## src/hw/rtl/binary_image_run_length_encoder_unit_assert.svh

```systemverilog
// assertion macros for the run length encoder
`ifndef BINARY_IMAGE_RUN_LENGTH_ENCODER_UNIT_ASSERT_SVH
`define BINARY_IMAGE_RUN_LENGTH_ENCODER_UNIT_ASSERT_SVH

// same-cycle implication, disabled in reset
`define BIRLE_ASSERT_IMPL(lbl, ante, cons, msg) \
    lbl: assert property (@(posedge i_clk) disable iff (!i_rst_n) (ante) |-> (cons)) \
        else $error(msg);

// next-cycle implication, disabled in reset
`define BIRLE_ASSERT_NEXT(lbl, ante, cons, msg) \
    lbl: assert property (@(posedge i_clk) disable iff (!i_rst_n) (ante) |=> (cons)) \
        else $error(msg);

`endif

```

## src/hw/rtl/birle_pkg.sv

```systemverilog
// shared types and constants of the run length encoder
package birle_pkg;

    localparam int MAX_RESULTS = 8;
    localparam int IDX_W       = $clog2(MAX_RESULTS);
    localparam int NUM_W       = IDX_W + 1;

    localparam logic [6:0] RUN_CAP    = 7'd100;
    localparam logic [6:0] RUN_START  = 7'd1;
    localparam logic [7:0] RUN_SPLIT  = 8'd99;
    localparam logic [7:0] RUN_ZERO   = 8'd0;
    localparam logic [7:0] HDR_A      = 8'h7A;
    localparam logic [7:0] HDR_B      = 8'h21;

    localparam logic [7:0] THRESHOLD_RST = 8'd100;
    localparam logic [7:0] WIDTH_RST     = 8'd160;
    localparam logic [7:0] HEIGHT_RST    = 8'd120;

    typedef enum logic [1:0] {
        REG_THRESHOLD = 2'd0,
        REG_WIDTH     = 2'd1,
        REG_HEIGHT    = 2'd2
    } t_reg_idx;

    typedef struct packed {
        logic [7:0] threshold;
        logic [7:0] frame_width;
        logic [7:0] frame_height;
    } t_cfg;

endpackage

```

## src/hw/rtl/birle_regs.sv

```systemverilog
// configuration registers behind the apb port
module birle_regs
    import birle_pkg::*;
(
    input  logic        i_clk,
    input  logic        i_rst_n,
    input  logic        psel,
    input  logic        penable,
    input  logic        pwrite,
    input  logic [3:0]  paddr,
    input  logic [31:0] pwdata,
    output logic [31:0] prdata,
    output logic        pready,
    output t_cfg        o_cfg
);

    t_cfg     r_cfg;
    t_reg_idx w_idx;
    logic     w_wr;

    assign w_idx  = t_reg_idx'(paddr[3:2]);
    assign w_wr   = psel && penable && pwrite && pready;
    assign pready = 1'b1;
    assign o_cfg  = r_cfg;

    always_ff @(posedge i_clk) begin
        if (!i_rst_n) begin
            r_cfg.threshold    <= THRESHOLD_RST;
            r_cfg.frame_width  <= WIDTH_RST;
            r_cfg.frame_height <= HEIGHT_RST;
        end else if (w_wr) begin
            unique case (w_idx)
                REG_THRESHOLD: r_cfg.threshold    <= pwdata[7:0];
                REG_WIDTH:     r_cfg.frame_width  <= pwdata[7:0];
                REG_HEIGHT:    r_cfg.frame_height <= pwdata[7:0];
                default: begin
                end
            endcase
        end
    end

    always_comb begin
        prdata = '0;
        unique case (w_idx)
            REG_THRESHOLD: prdata = {24'd0, r_cfg.threshold};
            REG_WIDTH:     prdata = {24'd0, r_cfg.frame_width};
            REG_HEIGHT:    prdata = {24'd0, r_cfg.frame_height};
            default:       prdata = '0;
        endcase
    end

endmodule

```

## src/hw/rtl/binary_image_run_length_encoder_unit.sv

```systemverilog
// top level of the thresholded run length encoder
//
// channel   dir  handshake              payload
// s_axis    in   tvalid/tready          tdata: pixel, tuser: frame_start
// m_axis    out  tvalid/tready          tdata: out_byte, tlast: last
// apb       in   psel/penable, pready   threshold, frame_width, frame_height
//
// one item is taken per cycle when it causes at most one result byte and m_axis_tready stays high
// an item causing n bytes holds the result register until all n are taken (header 6 or 7, cap 2)
// items are classed and planned in one step from the input register
// the input register takes a new item while results still wait on m_axis
// reset is synchronous, clears the valids and returns run state and the config registers to their reset values
`include "binary_image_run_length_encoder_unit_assert.svh"

module binary_image_run_length_encoder_unit
    import birle_pkg::*;
(
    input  logic        i_clk,
    input  logic        i_rst_n,
    input  logic        s_axis_tvalid,
    output logic        s_axis_tready,
    input  logic [7:0]  s_axis_tdata,   // pixel[7:0]
    input  logic        s_axis_tuser,   // frame_start
    output logic        m_axis_tvalid,
    input  logic        m_axis_tready,
    output logic [7:0]  m_axis_tdata,   // out_byte[7:0]
    output logic        m_axis_tlast,
    input  logic        psel,
    input  logic        penable,
    input  logic        pwrite,
    input  logic [3:0]  paddr,
    input  logic [31:0] pwdata,
    output logic [31:0] prdata,
    output logic        pready
);

    t_cfg w_cfg;

    birle_regs u_regs (
        .i_clk   (i_clk),
        .i_rst_n (i_rst_n),
        .psel    (psel),
        .penable (penable),
        .pwrite  (pwrite),
        .paddr   (paddr),
        .pwdata  (pwdata),
        .prdata  (prdata),
        .pready  (pready),
        .o_cfg   (w_cfg)
    );

    logic             r_in_v;
    logic [7:0]       r_pixel;
    logic             r_start;
    logic [6:0]       r_cnt;
    logic             r_prev;
    logic             r_em_v;
    logic [IDX_W-1:0] r_idx;
    logic [NUM_W-1:0] r_n;
    logic [7:0]       r_bytes [MAX_RESULTS];

    logic [6:0]       n_cnt;
    logic [6:0]       w_cnt0;
    logic [6:0]       w_cnt1;
    logic             w_prev0;
    logic             w_white;
    logic             w_same;
    logic             w_cap;
    logic             w_load;
    logic             w_last;
    logic [NUM_W-1:0] n_n;
    logic [7:0]       n_bytes [MAX_RESULTS];

    assign w_last        = ({1'b0, r_idx} == (r_n - NUM_W'(1)));
    assign w_load        = r_in_v && (!r_em_v || (m_axis_tready && w_last));
    assign s_axis_tready = !r_in_v || w_load;
    assign m_axis_tvalid = r_em_v;
    assign m_axis_tdata  = r_bytes[r_idx];
    assign m_axis_tlast  = w_last;

    // run state after a possible frame restart
    assign w_cnt0  = r_start ? RUN_START : r_cnt;
    assign w_prev0 = r_start ? 1'b1 : r_prev;
    assign w_white = r_pixel > w_cfg.threshold;
    assign w_same  = (w_white == w_prev0);
    assign w_cnt1  = w_same ? (w_cnt0 + 7'd1) : RUN_START;
    assign w_cap   = (w_cnt1 == RUN_CAP);
    assign n_cnt   = w_cap ? RUN_START : w_cnt1;

    always_comb begin
        for (int k = 0; k < MAX_RESULTS; k++) begin
            n_bytes[k] = RUN_ZERO;
        end
        n_n = '0;
        if (r_start) begin
            n_bytes[0] = HDR_A;
            n_bytes[1] = HDR_B;
            n_bytes[2] = w_cfg.frame_width;
            n_bytes[3] = w_cfg.frame_height;
            n_bytes[4] = HDR_A;
            n_bytes[5] = HDR_B;
            n_n        = NUM_W'(6);
        end
        if (!w_same) begin
            n_bytes[n_n[IDX_W-1:0]] = {1'b0, w_cnt0};
            n_n = n_n + NUM_W'(1);
        end
        if (w_cap) begin
            n_bytes[n_n[IDX_W-1:0]]              = RUN_SPLIT;
            n_bytes[n_n[IDX_W-1:0] + IDX_W'(1)]  = RUN_ZERO;
            n_n = n_n + NUM_W'(2);
        end
    end

    always_ff @(posedge i_clk) begin
        if (!i_rst_n) begin
            r_in_v <= 1'b0;
        end else if (s_axis_tready) begin
            r_in_v <= s_axis_tvalid;
        end
    end

    always_ff @(posedge i_clk) begin
        if (s_axis_tvalid && s_axis_tready) begin
            r_pixel <= s_axis_tdata;
            r_start <= s_axis_tuser;
        end
    end

    always_ff @(posedge i_clk) begin
        if (!i_rst_n) begin
            r_cnt  <= RUN_START;
            r_prev <= 1'b1;
            r_em_v <= 1'b0;
            r_idx  <= '0;
        end else if (w_load) begin
            r_cnt  <= n_cnt;
            r_prev <= w_white;
            r_em_v <= (n_n != '0);
            r_idx  <= '0;
        end else if (r_em_v && m_axis_tready) begin
            if (w_last) begin
                r_em_v <= 1'b0;
            end else begin
                r_idx <= r_idx + IDX_W'(1);
            end
        end
    end

    always_ff @(posedge i_clk) begin
        if (w_load) begin
            r_n     <= n_n;
            r_bytes <= n_bytes;
        end
    end

    `BIRLE_ASSERT_IMPL(a_cnt_range, 1'b1,
        (r_cnt >= RUN_START) && (r_cnt < RUN_CAP), "run count out of range")
    `BIRLE_ASSERT_IMPL(a_idx_bound, r_em_v,
        ({1'b0, r_idx} < r_n), "result index past byte count")
    `BIRLE_ASSERT_NEXT(a_last_frees, r_em_v && m_axis_tready && w_last && !w_load,
        !r_em_v, "result register not freed after last")

endmodule

```

## config.mk

```make
export PLATFORM = sky130hd
export DESIGN_NAME = binary_image_run_length_encoder_unit
export DESIGN_NICKNAME = d
export VERILOG_FILES = /design/src/hw/rtl/birle_pkg.sv /design/src/hw/rtl/birle_regs.sv /design/src/hw/rtl/binary_image_run_length_encoder_unit.sv
export VERILOG_INCLUDE_DIRS = /design/src /design/src/hw/rtl
export SDC_FILE = /design/constraint.sdc
export NUM_CORES = 1
export LEC_CHECK = 0
export BUFFER_PORTS_ARGS = -buffer_cell sky130_fd_sc_hd__buf_2
export CAP_MARGIN = 20
export CORE_MARGIN = 2
export CORE_UTILIZATION = 38
export CTS_CLUSTER_SIZE = 30
export DETAILED_ROUTE_END_ITERATION = 10
export GPL_TIMING_DRIVEN = 0
export PLACE_DENSITY = 0.57
export SYNTH_ARGS = -nofsm -noshare
export SYNTH_HDL_FRONTEND = slang
export SYNTH_SLANG_ARGS = --single-unit
```

## constraint.sdc

```tcl
create_clock -name i_clk -period 7.8 [get_ports i_clk]
set_clock_uncertainty 0.1 [all_clocks]
set_input_delay 1.17 -clock i_clk [delete_from_list [all_inputs] [get_ports i_clk]]
set_output_delay 1.17 -clock i_clk [all_outputs]
set_load 0.01 [all_outputs]
```

==> flow_summary.ini, run 1 <==
[status]
status = completed

[place]
hpwl_um = 7205
dpl-instance-area_sq_um = 4888
io_buffers = 44
place_congestion = 0.8727
dp.cells = 663

[worst_setup_path]
crit_type = in2out
crit_path_max_fanout = 10
crit_path_start_kind = input pin
arrival_ns = 2.65
critPathRequiredTime_ns = 6.53
end_kind = output port
reg2reg_slack_ns = 3.95

[cts]
clockBufferDepth = 2
clkTransAtPathRegs_ns = 0.07
cts_num_sinks = 85
cts_buffers = 9
htree_levels = 3
post-cts-setup-buffers = 0
worstSkewPairLatency_ns = 0.34
cts_tree = done
cts_resized = 0
cts_root_buffer = clkbuf_16
cts_hold_buffers = 0

[timing]
worst_pin_slew_ns = 0.9184
period_share_pct = 50.22
hold_viol = 0
tns_ns = 0
clock.fmax_ghz = 0.2553
slew_headroom_pct = 38.78
rsz0062_at_grt = false
period_minus_slack_ns = 3.917
slew_violations = 0
setup_viol = 0

[global_routing]
grt_overflow = 0
grt_pass1_vias = 3152
grt_usage_pct = 15.77
grt_max_degree = 43
antenna_found_initial = 0
grt_pass1_wl_um = 15730

[detailed_routing]
postRouteAntennaNets = 0
via_per_inst = 4.869
dr.pass1.iters = 6
wl_um = 9487
post_drt_wl_per_cell_um = 13.97
remaining_drc_errors = 0
vias = 3306
drt_iter0_drc = 143

[synthesis]
ys.warnings.count = 0
netlist_area_sq_um = 4380
ys_seq_area_share_pct = 49.81
ys_async_sr_fraction_pct = 0
synth_ff_type = edfxtp_1
ys_ff_latch = 85
syn_inst = 447
syn_avg_cell_area_sq_um = 9.800
synth_edf_count = 48
synthDistinctLibCells = 50

[floorplan]
rows = 39
start_util_pct = 38.69
io_pins = 96
fp.coreArea_sq_um = 11320
die_x_um = 111.4
die_area_sq_um = 12400
fp.dieH_um = 111.4

[layout]
n_antenna_cell = 0
fin_nets = 600
instances_no_fill = 679
area_growth_pct = 19.11
drive_gt1_share_pct = 17.91
fin_area_sq_um = 5218

[run]
cap_violations = 0

[power]
irDropWorstVdd_mv = 0.1262
p_leak_nw = 2.088
power_density_nw_per_um2 = 217.3

[min_path]
hp-class = reg2reg
-- synthesized netlist by cell type (5+ instances only) --
library cell	count	area share, %
nand2_1	52	4.5
edfxtp_1	48	33
dfxtp_1	37	17
a21oi_1	29	3.3
nand3_1	26	3.0
buf_4	25	4.3
mux2i_1	22	5.0
nor2_1	22	1.9
and2_1	21	3.0
clkbuf_1	18	1.5
inv_1	18	1.5
o21ai_0	18	2.1
ha_1	17	4.9
nor2b_1	9	1.3
nor3_1	7	0.80
o211ai_1	7	1.2
nand4_1	6	0.86
or3_1	5	0.71
-- per-stage QoR --
| step | utilization (%) | power (mW) | worst slack (ns) | hold slack, ns |
|---|---|---|---|---|
| 6_report | 46.09 | 1.134 | 3.883 | 0.3735 |
| 2_1_floorplan | - | 0.6239 | 4.257 | 0.3444 |
| 3_5_place_dp | 43.18 | 0.6729 | 3.876 | 0.3657 |
| 3_3_place_gp | 43.18 | 0.6703 | 3.892 | 0.3621 |
| 4_1_cts | 46.09 | 1.147 | 3.874 | 0.3750 |
| 5_1_grt | 46.09 | 1.185 | 3.648 | 0.3979 |
-- worst paths after layout --
path                                                endpoint  cells past startpoint                          from
worst max-delay path                               prdata[3]                      6                      paddr[2]
worst min-delay path            u_regs.o_cfg[1]$_SDFFE_PN0P_                      2  u_regs.o_cfg[1]$_SDFFE_PN0P_
worst max register to register    m_axis_tvalid$_SDFFE_PN0P_                     13             r_start$_DFFE_PP_
worst min register to register  u_regs.o_cfg[1]$_SDFFE_PN0P_                      2  u_regs.o_cfg[1]$_SDFFE_PN0P_
-- registers in the layout, summed over array words and instances (netlist names) --
register,count
r_idx,3
r_in_v,1
r_pixel,8
u_regs.o_cfg,24
m_axis_tvalid,1
r_n,4
r_prev,1
r_bytes,35
r_start,1
r_cnt,7
-- cell type report --
cell class              count  area, sq um
repair buffers             44        220.2
inverters                  19        71.32
multi-input cells         324         1958
fillers                  1079         6103
plain buffers              48        277.8
flip-flops and latches     85         2182
well taps                 143        178.9
clock inverters             7        103.9
clock buffers               9        225.2
-- kinds of logic (layout without fill, tap and decap cells) --
| kind of cell | Yosys count | after routing | share of synthesized area (%) |
|---|---|---|---|
| fa+ha+maj | 17 | 17 | 4.856 |
| flops | 85 | 85 | 49.81 |
| xor+xnor | 8 | 8 | 1.599 |
| buf+inv | 67 | 127 | 7.969 |
| mux | 23 | 23 | 5.284 |
| other cells | 2 | 31 | 0.1714 |
| simple gates | 157 | 157 | 17.45 |
| compound gates | 88 | 88 | 12.85 |
-- cells in the final DEF, fill, tap and decap left out, drive strengths merged, types with 9 or more instances in the layout --
master	instances
nand3	26
nor2b	9
o21ai	18
clkbuf	27
ha	17
dfxtp	37
buf	74
inv	22
nor2	22
and2	21
edfxtp	48
nand2	52
a21oi	30
conb	31
mux2i	22
-- worst max-delay path: stages --
cell and delay (ns):
buf_2 0.09, clkbuf_1 0.43, clkbuf_1 0.44, mux2i_1 0.13, o21ai_0 0.21, buf_2 0.17
-- where the power goes --
group | internal, mW | total, mW | switching (mW)
Combinational | 0.0552 | 0.146 | 0.0911
Clock | 0.286 | 0.472 | 0.186
Sequential | 0.503 | 0.516 | 0.0122
Total | 0.844 | 1.13 | 0.289
-- per-layer routing --
layer  GRT usage (%)  up-vias  wire length (um)
li1                -     1702                 -
met1           21.09     1509              4418
met2           25.53       87              4465
met3           3.538        8               516
met4           5.267        0                87
met5               0        -                 0
(Power assumes the default switching activity.)
==> run 2: changes to the inputs <==
PLACE_DENSITY = 0.6   (was 0.57)
clock period = 3.5 ns   (was 7.8 ns; I/O delays follow)
==> run 2 against run 1 <==
Against the previous run: worst setup slack worse by 3.7 ns; worst hold slack got worse by 0.11 ns; sequential share of layout area is 0.12 points lower; clock power increased by 97%; design area is 0.29% higher; highest routed layer unchanged.
==> flow_summary.ini, run 2 (same netlist as run 1, synthesis figures left out) <==
[status]
status = completed

[detailed_routing]
postRouteAntennaNets = 0
via_per_inst = 4.848
dr.pass1.iters = 4
post_drt_wl_per_cell_um = 13.89
wl_um = 9472
drt_iter0_drc = 164
remaining_drc_errors = 0
vias = 3306

[worst_setup_path]
critPathRequiredTime_ns = 3.60
r2r-end = m_axis_tvalid$_SDFFE_PN0P_
reg2reg_slack_ns = 0.22
end_kind = flop
critPathMaxStageDelay_ns = 0.40
cp_cell_sequence = clkbuf_4 -> or2_2 -> ha_1 -> xnor2_1 -> a41o_1 -> nand3_1 -> or3_4 -> a21oi_4 -> inv_1 -> ha_1 -> inv_1 -> a2111oi_1 -> o31ai_1
arrival_ns = 3.38
crit_path_start_kind = flop
crit_slowest_cell = edfxtp_1
r2r-start = r_start$_DFFE_PP_
crit_path_max_fanout = 10
reg2regPathDepth = 13
crit_type = reg2reg

[floorplan]
io_pins = 96
die_x_um = 111.4
fp.dieH_um = 111.4
die_area_sq_um = 12400
rows = 39
fp.coreArea_sq_um = 11320
start_util_pct = 38.69

[power]
power_density_nw_per_um2 = 460.8
irDropWorstVdd_mv = 0.2478
p_leak_nw = 2.090
p_total_mw = 2.411

[layout]
area_growth_pct = 19.45
top_register = r_bytes
final_common_cell = nand2_1
largest_reg_flops = 35
mostFrequentLayoutCells = nand2_1, edfxtp_1, buf_2, dfxtp_1, conb_1
fin_area_sq_um = 5233
n_fill_cell = 1064
n_antenna_cell = 0
fin_nets = 603
finish.utilization_pct = 46.22
drive_gt1_share_pct = 18.74

[min_path]
min_from = s_axis_tdata[4]
min_to = r_pixel[4]$_DFFE_PP_
hold_depth = 1
hp-class = in2reg

[timing]
clock.fmax_ghz = 0.3047
holdWs_ns = 0.2649
period_share_pct = 93.77
tns_ns = 0
period_minus_slack_ns = 3.282
hold_viol = 0
slew_violations = 0
worst_pin_slew_ns = 0.8761
slew_headroom_pct = 41.51
setup_viol = 0
rsz0062_at_grt = false

[cts]
cts_buffers = 9
clockBufferDepth = 2
worstSkewPairLatency_ns = 0.33
htree_levels = 3
cts_num_sinks = 85
cts_root_buffer = clkbuf_16
clkTransAtPathRegs_ns = 0.06
cts_tree = done

[global_routing]
antenna_found_initial = 0
grt_overflow = 0
grt_pass1_wl_um = 15700
grt_pass1_vias = 3138
grt_max_degree = 43
grt_usage_pct = 15.61

[run]
cap_violations = 0

[place]
dpl-instance-area_sq_um = 4888
io_buffers = 44
hpwl_um = 7191
place_congestion = 0.8928
[run 2: changes by cell type in the layout (fill, tap and decap cells not counted), sizes merged]
cell	previous run	this run
inv	22	18
buf	74	77
clkinv	2	5
bufinv	2	1
clkbuf	27	28
clkinvlp	0	1
[run 2: critical path, delay by kind of cell, from the launching register on]
kind	cells	cell delay [ns]
xor gates and xnor gates	1	0.16
AOI/OAI and AO/OA	4	0.86
DFF	1	0.40
adders and majority gates	2	0.53
and+or+nand+nor	3	0.78
buffers and inverters	3	0.34
[run 2: report_power, final]
group	internal [mW]	switching [mW]
sequential	1.12	0.0265
combinational	0.126	0.206
clock	0.552	0.379
total	1.80	0.611
[run 2: per-layer routing]
layer  vias up  share of wire [%]  track usage (%)
met5         -                  0                0
li1       1709                  -                -
met2        99                 46            25.04
met1      1484                 48            21.22
met3        14                4.6            2.994
met4         0                1.8            5.597
[run 2: timing repair]
| item | in CTS | in global routing |
|---|---|---|
| gates resized for setup | 2 | 7 |
| cloned | 0 | 0 |
| buffers inserted | 1 | 2 |
| setup endpoints to repair | 1 | 1 |
| hold endpoints to repair | 0 | 0 |
| hold buffers | 0 | 0 |
[run 2: stage by stage]
step                      setup WS [ns]  std cells
after floorplan                  0.2254        476
after global placement          -0.3004        663
after detailed placement        -0.3209        663
after CTS                       0.01402        680
after global routing            0.01270        682
final                            0.2180        682
[run 2: area by class of cell]
type / count / area, sq um / share of cell area [%]
Buffer: 48 / 281.5 / 5.380
Clock buffer: 10 / 229.0 / 4.376
Inverter: 19 / 71.32 / 1.363
Multi-Input combinational cell: 324 / 1983 / 37.90
Sequential cell: 85 / 2182 / 41.70
Timing Repair Buffer: 47 / 242.7 / 4.639
Tap cell: 143 / 178.9 / 3.419
Clock inverter: 6 / 63.81 / 1.220
[run 2: how the worst max path moves through the flow]
stage | slack, ns | start | end | cells after the start
2_1_floorplan | 0.23 | r_start$_DFFE_PP_ | m_axis_tvalid$_SDFFE_PN0P_ | 13
3_5_place_dp | -0.32 | r_start$_DFFE_PP_ | m_axis_tvalid$_SDFFE_PN0P_ | 13
4_1_cts | 0.01 | r_start$_DFFE_PP_ | m_axis_tvalid$_SDFFE_PN0P_ | 13
6_report | 0.22 | r_start$_DFFE_PP_ | m_axis_tvalid$_SDFFE_PN0P_ | 13
5_1_grt | 0.01 | r_start$_DFFE_PP_ | m_axis_tvalid$_SDFFE_PN0P_ | 13
3_3_place_gp | -0.30 | r_start$_DFFE_PP_ | m_axis_tvalid$_SDFFE_PN0P_ | 13
==> run 3: changes to the inputs <==
CORE_MARGIN = 1   (was 2)
GPL_ROUTABILITY_DRIVEN = 0   (was unset)
==> run 3 against run 2 <==
Against the previous run: worst hold slack worse by 0.012 ns; global-route usage rose by 1.5 points; via count is 0.79% higher; design area decreased by 0.14%; combinational power is essentially flat; worst setup slack got worse by 0.056 ns; critical path type unchanged; highest routed layer unchanged.
==> flow_summary.ini, run 3 (same netlist as run 1, synthesis figures left out) <==
[detailed_routing]
via_per_inst = 4.914
wl_um = 9535
dr.pass1.iters = 4
postRouteAntennaNets = 0
remaining_drc_errors = 0
vias = 3332
drt_iter0_drc = 179
post_drt_wl_per_cell_um = 14.06

[timing]
rsz0062_at_grt = false
slew_headroom_pct = 32.05
worst_pin_slew_ns = 1.019
tns_ns = 0
setup_viol = 0
slew_violations = 0
hold_viol = 0
clock.fmax_ghz = 0.2996
period_minus_slack_ns = 3.338
period_share_pct = 95.37
setup_ws_ns = 0.1620

[cts]
htree_levels = 3
cts_hold_buffers = 0
worstSkewPairLatency_ns = 0.34
cts_buffers = 9
cts_root_buffer = clkbuf_16
cts_tree = done
cts_num_sinks = 85
clockBufferDepth = 2
clkTransAtPathRegs_ns = 0.06

[layout]
top_register = r_bytes
drive_gt1_share_pct = 18.59
largest_reg_flops = 35
area_growth_pct = 19.28
n_antenna_cell = 0
fin_nets = 602
mostFrequentLayoutCells = nand2_1, edfxtp_1, buf_2, dfxtp_1, conb_1
final_common_cell = nand2_1

[worst_setup_path]
critPathMaxStageDelay_ns = 0.42
end_kind = flop
critPathRequiredTime_ns = 3.60
worstSetupEndpoint = m_axis_tvalid$_SDFFE_PN0P_
reg2reg_slack_ns = 0.16
r2r-end = m_axis_tvalid$_SDFFE_PN0P_
crit_type = reg2reg
cp_cell_sequence = clkbuf_4 -> or2_2 -> ha_1 -> xnor2_1 -> a41o_1 -> nand3_1 -> or3_4 -> a21oi_4 -> inv_1 -> ha_1 -> inv_1 -> a2111oi_1 -> o31ai_1
crit_path_max_fanout = 10
crit_start = r_start$_DFFE_PP_
crit_path_start_kind = flop
arrival_ns = 3.44
r2r-start = r_start$_DFFE_PP_
crit_slowest_cell = edfxtp_1
reg2regPathDepth = 13

[floorplan]
start_util_pct = 39.71
fp.dieH_um = 109.4
io_pins = 96
die_area_sq_um = 11960
die_x_um = 109.4
rows = 38
fp.coreArea_sq_um = 11030

[status]
status = completed

[run]
cap_violations = 0

[power]
power_density_nw_per_um2 = 468.0
p_leak_nw = 2.095
irDropWorstVdd_mv = 0.2441

[global_routing]
grt_usage_pct = 17.06
grt_max_degree = 43
antenna_found_initial = 0
grt_pass1_wl_um = 15380
grt_overflow = 0
grt_pass1_vias = 3220

[place]
io_buffers = 44
hpwl_um = 7175
dp_slack_ns = -0.4039

[min_path]
hp-class = in2reg
run 3: through the flow:
stage / hold slack, ns / area [sq um] / power (mW) / util (%) / instances
final: 0.2526 / 5225 / 2.445 / 47.37 / 678
after global routing: 0.2475 / 5225 / 2.540 / 47.37 / 678
after global placement: 0.3616 / 4885 / 1.491 / 44.28 / 660
after CTS: 0.2487 / 5211 / 2.466 / 47.24 / 678
after detailed placement: 0.3695 / 4885 / 1.498 / 44.28 / 660
after floorplan: 0.3444 / 4489 / 1.390 / - / 476
run 3: cell type report:
class | count | area, sq um
clock buffers | 12 | 256.5
plain buffers | 48 | 281.5
well taps | 140 | 175.2
flip-flops and latches | 85 | 2182
fillers | 1056 | 5806
clock inverters | 4 | 46.29
multi-input cells | 324 | 1977
repair buffers | 46 | 235.2
inverters | 19 | 71.32
run 3: what timing repair did:
action,4_1_cts,5_1_grt
gates resized for setup,2,6
buffers inserted,2,0
endpoints found under the setup margin,2,1
run 3: worst min path at each step:
stage	start	to	slack [ns]	depth (start not counted)
global placement	u_regs.o_cfg[0]$_SDFFE_PN0P_	u_regs.o_cfg[0]$_SDFFE_PN0P_	0.36	2
detailed placement	u_regs.o_cfg[0]$_SDFFE_PN0P_	u_regs.o_cfg[0]$_SDFFE_PN0P_	0.37	2
global route	s_axis_tdata[6]	r_pixel[6]$_DFFE_PP_	0.25	1
floorplan	u_regs.o_cfg[10]$_SDFFE_PN0P_	u_regs.o_cfg[10]$_SDFFE_PN0P_	0.34	2
CTS	s_axis_tdata[3]	r_pixel[3]$_DFFE_PP_	0.25	1
finish	s_axis_tdata[2]	r_pixel[2]$_DFFE_PP_	0.25	1
run 3: per-layer routing:
| layer | up-vias | part of all wire [%] | GRT usage, % |
|---|---|---|---|
| li1 | 1703 | - | - |
| met1 | 1519 | 47 | 21.88 |
| met2 | 95 | 46 | 27.90 |
| met3 | 15 | 5.1 | 3.201 |
| met4 | 0 | 2.5 | 7.905 |
| met5 | - | 0 | 0 |
run 3: where the power goes:
part / total [mW] / internal (mW) / switching (mW)
clock network: 0.966 / 0.590 / 0.377
registers: 1.15 / 1.12 / 0.0257
logic: 0.330 / 0.125 / 0.205
run 3: critical path, delay by kind of cell, from the launching register on:
| family | cells | cell delay (ns) |
|---|---|---|
| AO/OA/AOI/OAI | 4 | 0.84 |
| XOR/XNOR | 1 | 0.16 |
| adder cells (fa/ha/maj) | 2 | 0.56 |
| buffers and inverters | 3 | 0.34 |
| flip-flops | 1 | 0.42 |
| AND/OR/NAND/NOR | 3 | 0.78 |
